**src/hdl/sms_pkg.sv**
```systemverilog
package sms_pkg;

  localparam int MAX_ROWS   = 8;
  localparam int MAX_COLS   = 8;
  localparam int DEPTH      = MAX_ROWS * MAX_COLS;
  localparam int ADDR_W     = $clog2(DEPTH);
  localparam int ROW_W      = $clog2(MAX_ROWS);
  localparam int COL_W      = $clog2(MAX_COLS);
  localparam int DIM_W      = 4;
  localparam int CNT_W      = 7;
  localparam int DATA_W     = 32;
  localparam int CFG_IDX_W  = 2;

  localparam logic [CFG_IDX_W-1:0] REG_ROW_COUNT = 2'd0;
  localparam logic [CFG_IDX_W-1:0] REG_COL_COUNT = 2'd1;

  localparam logic [DIM_W-1:0] ROWS_MAX = DIM_W'(MAX_ROWS);
  localparam logic [DIM_W-1:0] COLS_MAX = DIM_W'(MAX_COLS);

  typedef enum logic [1:0] {
    DIR_RIGHT,
    DIR_DOWN,
    DIR_LEFT,
    DIR_UP
  } dir_t;

  typedef struct packed {
    logic [DIM_W-1:0] rows;
    logic [DIM_W-1:0] cols;
    logic [CNT_W-1:0] total;
  } walk_cfg_t;

  typedef struct packed {
    logic [ROW_W-1:0] row;
    logic [COL_W-1:0] col;
    logic             last;
  } walk_pos_t;

endpackage

```
**src/hdl/sms_ram.sv**
```systemverilog
module sms_ram #(
  parameter int DEPTH  = 64,
  parameter int ADDR_W = 6,
  parameter int DATA_W = 32
) (
  input  logic              clk,
  input  logic              we,
  input  logic [ADDR_W-1:0] waddr,
  input  logic [DATA_W-1:0] wdata,
  input  logic              re,
  input  logic [ADDR_W-1:0] raddr,
  output logic [DATA_W-1:0] rdata
);

  logic [DATA_W-1:0] mem [DEPTH];
  logic [DATA_W-1:0] rdata_r;

  always_ff @(posedge clk) begin
    if (we) begin
      mem[waddr] <= wdata;
    end
  end

  always_ff @(posedge clk) begin
    if (re) begin
      rdata_r <= mem[raddr];
    end
  end

  assign rdata = rdata_r;

endmodule

```
**src/hdl/sms_walk.sv**
```systemverilog
module sms_walk (
  input  logic                          clk,
  input  logic                          rst_n,
  input  logic                          start,
  input  sms_pkg::walk_cfg_t            cfg,
  input  logic                          issue,
  output logic                          busy,
  output sms_pkg::walk_pos_t            pos,
  output logic [sms_pkg::ADDR_W-1:0]    addr
);

  sms_pkg::dir_t                   dir_r, dir_nxt;
  logic [sms_pkg::ROW_W-1:0]       row_r, row_nxt, top_r, top_nxt, bot_r, bot_nxt;
  logic [sms_pkg::COL_W-1:0]       col_r, col_nxt, lft_r, lft_nxt, rgt_r, rgt_nxt;
  logic [sms_pkg::CNT_W-1:0]       rem_r, rem_nxt;
  logic [sms_pkg::DIM_W-1:0]       cols_r, cols_nxt;
  logic [sms_pkg::CNT_W-1:0]       prod;

  always_ff @(posedge clk) begin
    if (!rst_n) begin
      dir_r <= sms_pkg::DIR_RIGHT;
      rem_r <= '0;
    end else begin
      dir_r <= dir_nxt;
      rem_r <= rem_nxt;
    end
  end

  always_ff @(posedge clk) begin
    row_r  <= row_nxt;
    col_r  <= col_nxt;
    top_r  <= top_nxt;
    bot_r  <= bot_nxt;
    lft_r  <= lft_nxt;
    rgt_r  <= rgt_nxt;
    cols_r <= cols_nxt;
  end

  always_comb begin
    dir_nxt  = dir_r;
    rem_nxt  = rem_r;
    row_nxt  = row_r;
    col_nxt  = col_r;
    top_nxt  = top_r;
    bot_nxt  = bot_r;
    lft_nxt  = lft_r;
    rgt_nxt  = rgt_r;
    cols_nxt = cols_r;
    if (start) begin
      dir_nxt  = sms_pkg::DIR_RIGHT;
      rem_nxt  = cfg.total;
      row_nxt  = '0;
      col_nxt  = '0;
      top_nxt  = '0;
      lft_nxt  = '0;
      bot_nxt  = sms_pkg::ROW_W'(cfg.rows - 1'b1);
      rgt_nxt  = sms_pkg::COL_W'(cfg.cols - 1'b1);
      cols_nxt = cfg.cols;
    end else if (issue && busy) begin
      rem_nxt = rem_r - 1'b1;
      case (dir_r)
        sms_pkg::DIR_RIGHT: begin
          if (col_r != rgt_r) begin
            col_nxt = col_r + 1'b1;
          end else begin
            top_nxt = top_r + 1'b1;
            row_nxt = row_r + 1'b1;
            dir_nxt = sms_pkg::DIR_DOWN;
          end
        end
        sms_pkg::DIR_DOWN: begin
          if (row_r != bot_r) begin
            row_nxt = row_r + 1'b1;
          end else begin
            rgt_nxt = rgt_r - 1'b1;
            col_nxt = col_r - 1'b1;
            dir_nxt = sms_pkg::DIR_LEFT;
          end
        end
        sms_pkg::DIR_LEFT: begin
          if (col_r != lft_r) begin
            col_nxt = col_r - 1'b1;
          end else begin
            bot_nxt = bot_r - 1'b1;
            row_nxt = row_r - 1'b1;
            dir_nxt = sms_pkg::DIR_UP;
          end
        end
        sms_pkg::DIR_UP: begin
          if (row_r != top_r) begin
            row_nxt = row_r - 1'b1;
          end else begin
            lft_nxt = lft_r + 1'b1;
            col_nxt = col_r + 1'b1;
            dir_nxt = sms_pkg::DIR_RIGHT;
          end
        end
        default: begin
          dir_nxt = sms_pkg::DIR_RIGHT;
        end
      endcase
    end
  end

  assign busy     = (rem_r != '0);
  assign pos.row  = row_r;
  assign pos.col  = col_r;
  assign pos.last = (rem_r == sms_pkg::CNT_W'(1));
  assign prod     = sms_pkg::CNT_W'(row_r) * sms_pkg::CNT_W'(cols_r);
  assign addr     = sms_pkg::ADDR_W'(prod + sms_pkg::CNT_W'(col_r));

endmodule

```
**src/hdl/spiral_order_matrix_scan_top.sv**
```systemverilog
// Spiral-order matrix scanner.
// The input channel (in_valid, in_ready, in_element_value) takes one matrix
// element per item in row-major order, at most one per cycle. Registers
// row_count (index 0) and col_count (index 1) are written through the cfg_
// channel, which is always ready; values above 8 act as 8, and a zero
// dimension makes the block drop input items without any result.
// When the item that completes the rows x cols matrix is accepted, in_ready
// goes low and the stored elements are read back in clockwise spiral order,
// one memory read per cycle. The first result passes through the walk
// registers, the memory read register and the output register, and results
// then follow one per cycle while out_ready is high. Each result carries the
// element, its row and column, and out_last_of_run on the final one.
// A stall on the output holds the current result; a skid register absorbs the
// read already in flight, and the walk pauses until space frees up.
// in_ready returns as soon as the last read has been issued.
// Synchronous reset clears the load count, the walk and the output stage and
// sets both dimensions to 8. The element memory is not cleared.
module spiral_order_matrix_scan_top (
  input  logic                              clk,
  input  logic                              rst_n,
  input  logic                              in_valid,
  output logic                              in_ready,
  input  logic signed [sms_pkg::DATA_W-1:0] in_element_value,
  output logic                              out_valid,
  input  logic                              out_ready,
  output logic signed [sms_pkg::DATA_W-1:0] out_value,
  output logic [sms_pkg::ROW_W-1:0]         out_row,
  output logic [sms_pkg::COL_W-1:0]         out_col,
  output logic                              out_last_of_run,
  input  logic                              cfg_valid,
  output logic                              cfg_ready,
  input  logic [sms_pkg::CFG_IDX_W-1:0]     cfg_index,
  input  logic [sms_pkg::DIM_W-1:0]         cfg_data
);

  logic [sms_pkg::DIM_W-1:0]  row_count_r, col_count_r;
  logic [sms_pkg::DIM_W-1:0]  rows_eff, cols_eff;
  logic [sms_pkg::CNT_W-1:0]  load_count_r, load_count_nxt, load_inc;
  sms_pkg::walk_cfg_t         wcfg;
  sms_pkg::walk_pos_t         wpos, rd_pos_r, sk_pos_r;
  logic [sms_pkg::ADDR_W-1:0] raddr;
  logic [sms_pkg::DATA_W-1:0] rdata, sk_value_r;
  logic                       walk_busy, in_fire, dims_ok, wr_en, start;
  logic                       issue, rd_vld_r, sk_vld_r, out_vld_r, out_take, out_free;

  assign cfg_ready = 1'b1;

  always_ff @(posedge clk) begin
    if (!rst_n) begin
      row_count_r <= sms_pkg::ROWS_MAX;
      col_count_r <= sms_pkg::COLS_MAX;
    end else if (cfg_valid && cfg_ready) begin
      case (cfg_index)
        sms_pkg::REG_ROW_COUNT: row_count_r <= cfg_data;
        sms_pkg::REG_COL_COUNT: col_count_r <= cfg_data;
        default: begin
        end
      endcase
    end
  end

  assign rows_eff   = (row_count_r > sms_pkg::ROWS_MAX) ? sms_pkg::ROWS_MAX : row_count_r;
  assign cols_eff   = (col_count_r > sms_pkg::COLS_MAX) ? sms_pkg::COLS_MAX : col_count_r;
  assign wcfg.rows  = rows_eff;
  assign wcfg.cols  = cols_eff;
  assign wcfg.total = sms_pkg::CNT_W'(rows_eff) * sms_pkg::CNT_W'(cols_eff);

  assign in_ready = !walk_busy;
  assign in_fire  = in_valid && in_ready;
  assign dims_ok  = (rows_eff != '0) && (cols_eff != '0);
  assign wr_en    = in_fire && dims_ok;
  assign load_inc = load_count_r + 1'b1;
  assign start    = wr_en && (load_inc >= wcfg.total);

  always_comb begin
    load_count_nxt = load_count_r;
    if (wr_en) begin
      load_count_nxt = start ? '0 : load_inc;
    end
  end

  always_ff @(posedge clk) begin
    if (!rst_n) begin
      load_count_r <= '0;
    end else begin
      load_count_r <= load_count_nxt;
    end
  end

  sms_ram #(
    .DEPTH  (sms_pkg::DEPTH),
    .ADDR_W (sms_pkg::ADDR_W),
    .DATA_W (sms_pkg::DATA_W)
  ) u_ram (
    .clk   (clk),
    .we    (wr_en),
    .waddr (load_count_r[sms_pkg::ADDR_W-1:0]),
    .wdata (in_element_value),
    .re    (issue),
    .raddr (raddr),
    .rdata (rdata)
  );

  sms_walk u_walk (
    .clk   (clk),
    .rst_n (rst_n),
    .start (start),
    .cfg   (wcfg),
    .issue (issue),
    .busy  (walk_busy),
    .pos   (wpos),
    .addr  (raddr)
  );

  assign out_take = out_vld_r && out_ready;
  assign out_free = !out_vld_r || out_ready;
  assign issue    = walk_busy && !sk_vld_r && !(rd_vld_r && !out_free);

  always_ff @(posedge clk) begin
    if (!rst_n) begin
      rd_vld_r  <= 1'b0;
      sk_vld_r  <= 1'b0;
      out_vld_r <= 1'b0;
    end else begin
      rd_vld_r <= issue;
      if (sk_vld_r) begin
        if (out_free) begin
          sk_vld_r  <= 1'b0;
          out_vld_r <= 1'b1;
        end
      end else if (rd_vld_r) begin
        if (out_free) begin
          out_vld_r <= 1'b1;
        end else begin
          sk_vld_r <= 1'b1;
        end
      end else if (out_take) begin
        out_vld_r <= 1'b0;
      end
    end
  end

  always_ff @(posedge clk) begin
    if (issue) begin
      rd_pos_r <= wpos;
    end
    if (sk_vld_r) begin
      if (out_free) begin
        out_value       <= sk_value_r;
        out_row         <= sk_pos_r.row;
        out_col         <= sk_pos_r.col;
        out_last_of_run <= sk_pos_r.last;
      end
    end else if (rd_vld_r) begin
      if (out_free) begin
        out_value       <= rdata;
        out_row         <= rd_pos_r.row;
        out_col         <= rd_pos_r.col;
        out_last_of_run <= rd_pos_r.last;
      end else begin
        sk_value_r <= rdata;
        sk_pos_r   <= rd_pos_r;
      end
    end
  end

  assign out_valid = out_vld_r;

endmodule

```
**config.mk**
```make
export PLATFORM = sky130hd
export DESIGN_NAME = spiral_order_matrix_scan_top
export DESIGN_NICKNAME = d
export VERILOG_FILES = /design/src/hdl/sms_pkg.sv /design/src/hdl/sms_ram.sv /design/src/hdl/sms_walk.sv /design/src/hdl/spiral_order_matrix_scan_top.sv
export SDC_FILE = /design/constraint.sdc
export NUM_CORES = 2
export LEC_CHECK = 0
export BUFFER_PORTS_ARGS = -buffer_cell sky130_fd_sc_hd__buf_4
export CAP_MARGIN = 20
export CORE_MARGIN = 1
export CORE_UTILIZATION = 57
export DETAILED_ROUTE_END_ITERATION = 10
export HOLD_SLACK_MARGIN = 0.1
export PLACE_DENSITY = 0.76
export SLEW_MARGIN = 40
export SYNTH_ARGS = -nofsm -noshare
export SYNTH_HDL_FRONTEND = slang
export SYNTH_HIERARCHICAL = 1
export SYNTH_SLANG_ARGS = --single-unit
```
**constraint.sdc**
```tcl
create_clock -name clk -period 5.7 [get_ports clk]
set_input_delay 0.57 -clock clk [delete_from_list [all_inputs] [get_ports clk]]
set_output_delay 0.57 -clock clk [all_outputs]
set_load 0.03 [all_outputs]
```
* Word-level counts from Yosys, hierarchy flattened
Memories as Yosys holds them, arrays and structs flattened. A register that Yosys moved wholly into a read port is not among the register bits.
Index checks and enable logic that the tools add are counted.
Widths: inputs -> output; s select.
** Storage, ports and cells
- Flip-flop bits (word level) :: 134
- RAM bits :: 2048
- Input bits :: 43
- Output and inout bits :: 42
- Logic and storage cells :: 159
- Memories :: 1
** Cells by class
- Add/sub/neg operators :: 13
- Multiply operators :: 2
- Magnitude comparators :: 3
- Eq/ne operators :: 19
- Multiplexer cells :: 53
- Bitwise gates (word level) :: 5
- Reductions and logical operators :: 37
** Memory list
- u_ram.mem :: depth 64, bits a word 32, read ports 1, clocked after memory_dff 1, wr ports 1, line sms_ram.sv:15 : logic [DATA_W-1:0] mem [DEPTH];
** Operator list (number)
- $mux 32 :: 4
- $mux 3 :: 24
- $pmux 3 s4 :: 2
- $mux 7 :: 3
- $sub 3x1->3 const B :: 6
- $reduce_and 3->1 :: 5
- $reduce_and 5->1 :: 3
- $mux 1 :: 13
- $add 3x1->3 const B :: 4
- $ne 2x2->1 const B :: 6
- $ne 3x3->1 :: 4
- $logic_and 1x1->1 :: 9
- $gt 4x4->1 const B :: 2
- $mux 2 :: 4
- $mux 4 :: 2
- $ne 2x1->1 const B :: 4
- $pmux 2 s4 :: 1
- $reduce_bool 2->1 :: 4
- $reduce_bool 4->1 :: 2
- $add 7x1->7 const B :: 1
- $eq 7x1->1 const B :: 1
- $ge 7x7->1 :: 1
- $mul 4x4->7 :: 1
- $reduce_bool 7->1 :: 1
- 12 further kinds :: 25

* Longest topological paths before layout
- Depth in word-level cells :: 9
- Gate-level depth with buffers :: 22
- Depth with buffers taken out :: 19

* By module
The synthesis kept the hierarchy.
** Modules (own cells, without submodules)
- sms_ram :: instances 1, cells each 3324, area each 78835.6 µm², sequential area each 62459.9 µm²
- spiral_order_matrix_scan_top :: instances 1, cells each 313, area each 4486.8 µm², sequential area each 2912.8 µm²
- sms_walk :: instances 1, cells each 226, area each 2219.6 µm², sequential area each 720.7 µm²

* Worst setup path after synthesis
No wires, ideal clock.
- Kind :: flip-flop to flip-flop
- Start :: reg u_walk/rem_r[0] in the netlist's numbering
- End :: reg u_walk.dir_r[0]
- Setup time :: 0.116 ns
- Arrival time :: 5.468 ns
- Data required time :: 5.584 ns
- Path slack :: 0.116 ns
- Stages on the path, launching flop included :: 10
- Path buffers :: 0
- Clock period less this slack :: 5.584 ns
- Cells stage by stage :: dfxtp_1 > inv_1 > ha_1 > nand3_1 > inv_1 > a211oi_1 > o21ai_4 > a221o_2 > or4_1 > o211a_1
** Between the ends
- Longest elaborated chain between the ends :: 6
- Elaborated cells on any way between the ends :: 10
- Classes of those cells :: reduce/logical: 10
** Ends and longest elaborated chain
- from (decl) :: line sms_walk.sv:15 : logic [sms_pkg::CNT_W-1:0] rem_r, rem_nxt;
- from (signal assigned) :: line sms_walk.sv:25 : rem_r <= rem_nxt;
- $reduce_bool 7->1 :: line sms_walk.sv:105 : assign busy = (rem_r != '0);
- net walk_busy :: line spiral_order_matrix_scan_top.sv:43 : logic walk_busy, in_fire, dims_ok, wr_en, start;
- $logic_not 1->1 :: line spiral_order_matrix_scan_top.sv:68 : assign in_ready = !walk_busy;
- net in_ready :: line spiral_order_matrix_scan_top.sv:22 : output logic in_ready,
- $logic_and 1x1->1 :: line spiral_order_matrix_scan_top.sv:69 : assign in_fire = in_valid && in_ready;
- $logic_and 1x1->1 :: line spiral_order_matrix_scan_top.sv:71 : assign wr_en = in_fire && dims_ok;
- $logic_and 1x1->1 :: line spiral_order_matrix_scan_top.sv:73 : assign start = wr_en && (load_inc >= wcfg.total);
- $reduce_or 2->1 (no line)
- to (signal assigned) :: line sms_walk.sv:21 : dir_r <= sms_pkg::DIR_RIGHT;
- to (signal assigned) :: line sms_walk.sv:24 : dir_r <= dir_nxt;
- to (decl) :: line sms_walk.sv:12 : sms_pkg::dir_t dir_r, dir_nxt;
The timed path passes the listed nets, and every way through them passes these cells.
A chain may end at the register's enable or synchronous reset.

* Worst setup path after layout
- Start :: reg col_count_r[3] in the netlist's numbering
- End :: reg u_walk/rgt_r[2] in the netlist's numbering (enable)
** Between the ends
- Longest elaborated chain between the ends :: 8
- Elaborated cells on any way between the ends :: 12
- Classes of those cells :: mul: 1; order compare: 2; eq/ne: 1; mux: 1; reduce/logical: 7
** Ends and longest elaborated chain
- from (decl) :: line spiral_order_matrix_scan_top.sv:36 : logic [sms_pkg::DIM_W-1:0] row_count_r, col_count_r;
- from (signal assigned) :: line spiral_order_matrix_scan_top.sv:51 : col_count_r <= sms_pkg::COLS_MAX;
- from (signal assigned) :: line spiral_order_matrix_scan_top.sv:55 : sms_pkg::REG_COL_COUNT: col_count_r <= cfg_data;
- $gt 4x4->1 (*) :: line spiral_order_matrix_scan_top.sv:63 : assign cols_eff = (col_count_r > sms_pkg::COLS_MAX) ? sms_pkg::COLS_MAX : col_count_r;
- $mux 4 (*) :: line spiral_order_matrix_scan_top.sv:63
- net cols_eff, one bit :: line spiral_order_matrix_scan_top.sv:37 : logic [sms_pkg::DIM_W-1:0] rows_eff, cols_eff;
- branches (longest 3 deep; another with $mul 4x4->7)
- $logic_and 1x1->1 (*) :: line spiral_order_matrix_scan_top.sv:73
- net start :: line spiral_order_matrix_scan_top.sv:43
- $ne 2x2->1 (no line) or $reduce_bool 2->1 (tied branches)
- $reduce_and 3->1 (no line) (*)
- to (signal assigned) :: line sms_walk.sv:35 : rgt_r <= rgt_nxt;
- to (decl) :: line sms_walk.sv:14 : logic [sms_pkg::COL_W-1:0] col_r, col_nxt, lft_r, lft_nxt, rgt_r, rgt_nxt;
Mark *: on every way through the listed nets, which the timed path passes.

==> summary.md <==
| Metric | Value |
|---|---|
| M2 GR Usage | 45.9% |
| Largest net degree at the start of global routing | 81 |
| DR iter-0 viols | 5297 |
| GP Congestion | 0.853 |
| Period utilization | 90.9% |
| Post-synthesis to final-layout area growth | 13.0% |
| PnR worst setup slack | 0.521 ns |
| Place WS | 0.598 ns |
| Initial antenna violation count | 5 |
| First-pass DRT Iterations | 6 |
| Critical Path AT | 5.70 ns |
| Setup crit start kind | flop |
| Hold Fails Final Rpt | 0 |
| Core area | 148000 sq um |
| Yosys Warn Count | 6 |
| M3 GR Usage | 6.84% |
| Clock sinks | 2214 |
| RSZ-0062 raised after global routing | no |
| Rel. slew slack | 37.5% |
| Critical-path maximum fanout | 19 |
| Port Buffer Count | 83 |
| Leakage | 30.6 nW |
| Die Span X | 389 microns |
| Worst Hold Class | input pin to flop |
| Mapped Cells | 3862 |
| Syn avg cell area | 22.1 sq um |
| Fin. max-slew vios | 0 |
| Final ANT Viol Nets | 0 |
| Global-route wire length before repair | 312000 microns |
| Drt wl/cell | 34.9 microns |
| Area of the multi-input gates | 18900 sq um |
| Starting Density | 57.7% |
| Gr ovfl total | 0 |
| Setup crit end kind | flop |
| Syn nets | 3955 |
| Critical path class | flop to flop |
| Remaining routing DRC violations | 0 |
| Vias in the first global route | 43261 |
| Final Setup Violations | 0 |
| Number of vias per cell | 6.81 |
| # nets final | 4232 |
| Gr busiest metal | met2 |
| Achievable Freq | 0.193 GHz |
| Met1 Use GR | 40.0% |
| Die height | 389 microns |
| Worst-path clk slew | 0.06 ns |
| Maximum vdd ir drop | 0.661 mV |
| WL final | 220000 microns |
| Post-DP HPWL | 123000 microns |
| Die area | 152000 sq um |
| Power per cell area | 575 nW/um^2 |
| Worst-margin pin slew | 0.933 ns |
| Via Count | 43010 |
| Core Rows | 141 |
| Cell area after synthesis | 85500 sq um |
| Final Skew | 0.0329 ns |
| MaxCap Viol Count | 0 |
| Io pins | 85 |
| Status | complete, no violations |
| Clock Latency Late Sink | 0.84 ns |
| Layout cells sized above 1 | 28.3% |
| TritonCTS buffer count | 202 |
| Clock root buffer | clkbuf_16 |
| Register area | 66100 sq um |
| Crit path required time | 6.22 ns |
| Total GRT Usage | 29.4% |
| Setup bufs post-CTS | 0 |
| Setup_tns | 0 ns |
| CTS tree | built |
| Clock buffer depth | 3 |
| Period minus WS final | 5.18 ns |
| Fillcell total | 9144 |
| H-tree depth | 4 |
[per-layer routing]
metal	vias to the layer above	share of wire (%)
met2	3196	48
li1	16754	-
met3	585	12
met5	-	0.019
met1	22469	35
met4	6	5.0
[sequential cells by signal, indices dropped and copies added, names as in the netlist, 4 cells and up]
register       cells
u_ram/mem       2048
load_count_r       7
u_walk/cols_r      4
col_count_r        4
u_ram/rdata       32
rd_pos_r           7
u_walk/rem_r       7
sk_pos_r           7
out_value         32
sk_value_r        32
row_count_r        4
[critical path, stage by stage, from the launching register on]
cell      delay [ns]
dfxtp_1         0.39
nand2b_1        0.22
inv_1           0.13
nand2_1         0.09
fa_1            0.58
fa_1            0.46
fa_1            0.42
nor2b_1         0.12
o21ai_0         0.08
nand2b_1        0.09
xnor2_1         0.15
ha_1            0.27
and2_1          0.18
a221oi_1        0.42
o21ai_0         0.23
o21a_1          0.39
buf_4           0.29
inv_1           0.14
o21ai_0         0.22
[cell type report]
cell class	count	share of cell area, %
Tap cell	2002	2.59
Multi-Input combinational cell	1408	19.5
Inverter	40	0.163
Clock buffer	247	5.49
Sequential cell	2214	68.4
Clock inverter	127	1.10
Antenna cell	3	0.00777
Timing Repair Buffer	273	2.70
[final timing paths]
check                               startpoint         endpoint  slack [ns]  cells after the start
worst min register to register     rd_pos_r[4]      sk_pos_r[4]        0.45                      0
worst max register to register  col_count_r[3]  u_walk/rgt_r[2]        0.52                     18
worst min-delay path                 out_ready         sk_vld_r        0.16                      3
worst max-delay path            col_count_r[3]  u_walk/rgt_r[2]        0.52                     18
[what timing repair did]
| item | in CTS | in global routing |
|---|---|---|
| hold buffers | 6 | 0 |
| endpoints found under the hold margin | 15 | 0 |
| resized for setup | 0 | 0 |
| endpoints found under the setup margin | 0 | 0 |
[metrics by stage]
step	power [mW]	area, sq um	util (%)	hold slack, ns	instances
global placement	42.0	89800	60.5	0.428	5912
finish	55.6	96600	65.1	0.158	6314
detailed placement	42.2	90100	60.7	0.442	5926
global route	57.0	96600	65.1	0.151	6311
CTS	55.4	96500	65.1	0.110	6306
floorplan	33.8	85500	-	0.409	3862
[where the power goes]
| group | internal, mW | switching (mW) |
|---|---|---|
| combinational | 9.79 | 13.5 |
| sequential | 18.7 | 0.408 |
| clock | 7.26 | 5.89 |
| total | 35.8 | 19.8 |
[cell usage in the layout (no fill, tap or decap), drive strengths merged, types with 9 or more instances in the layout]
cell and instances:
nand3 14, fa 10, nor2 170, o22ai 84, xor2 9, and2 21
mux2i 110, a22oi 12, o221ai 27, nor2b 21, inv 47, mux4 544
o21ai 16, a21oi 73, bufinv 14, mux2 43, xnor2 31, dfxtp 39
nand2 61, nor3 15, ha 40, edfxtp 2175, clkinv 103, clkbuf 247
nand2b 20, buf 267
Note: power is estimated with default switching activity, not from simulation.
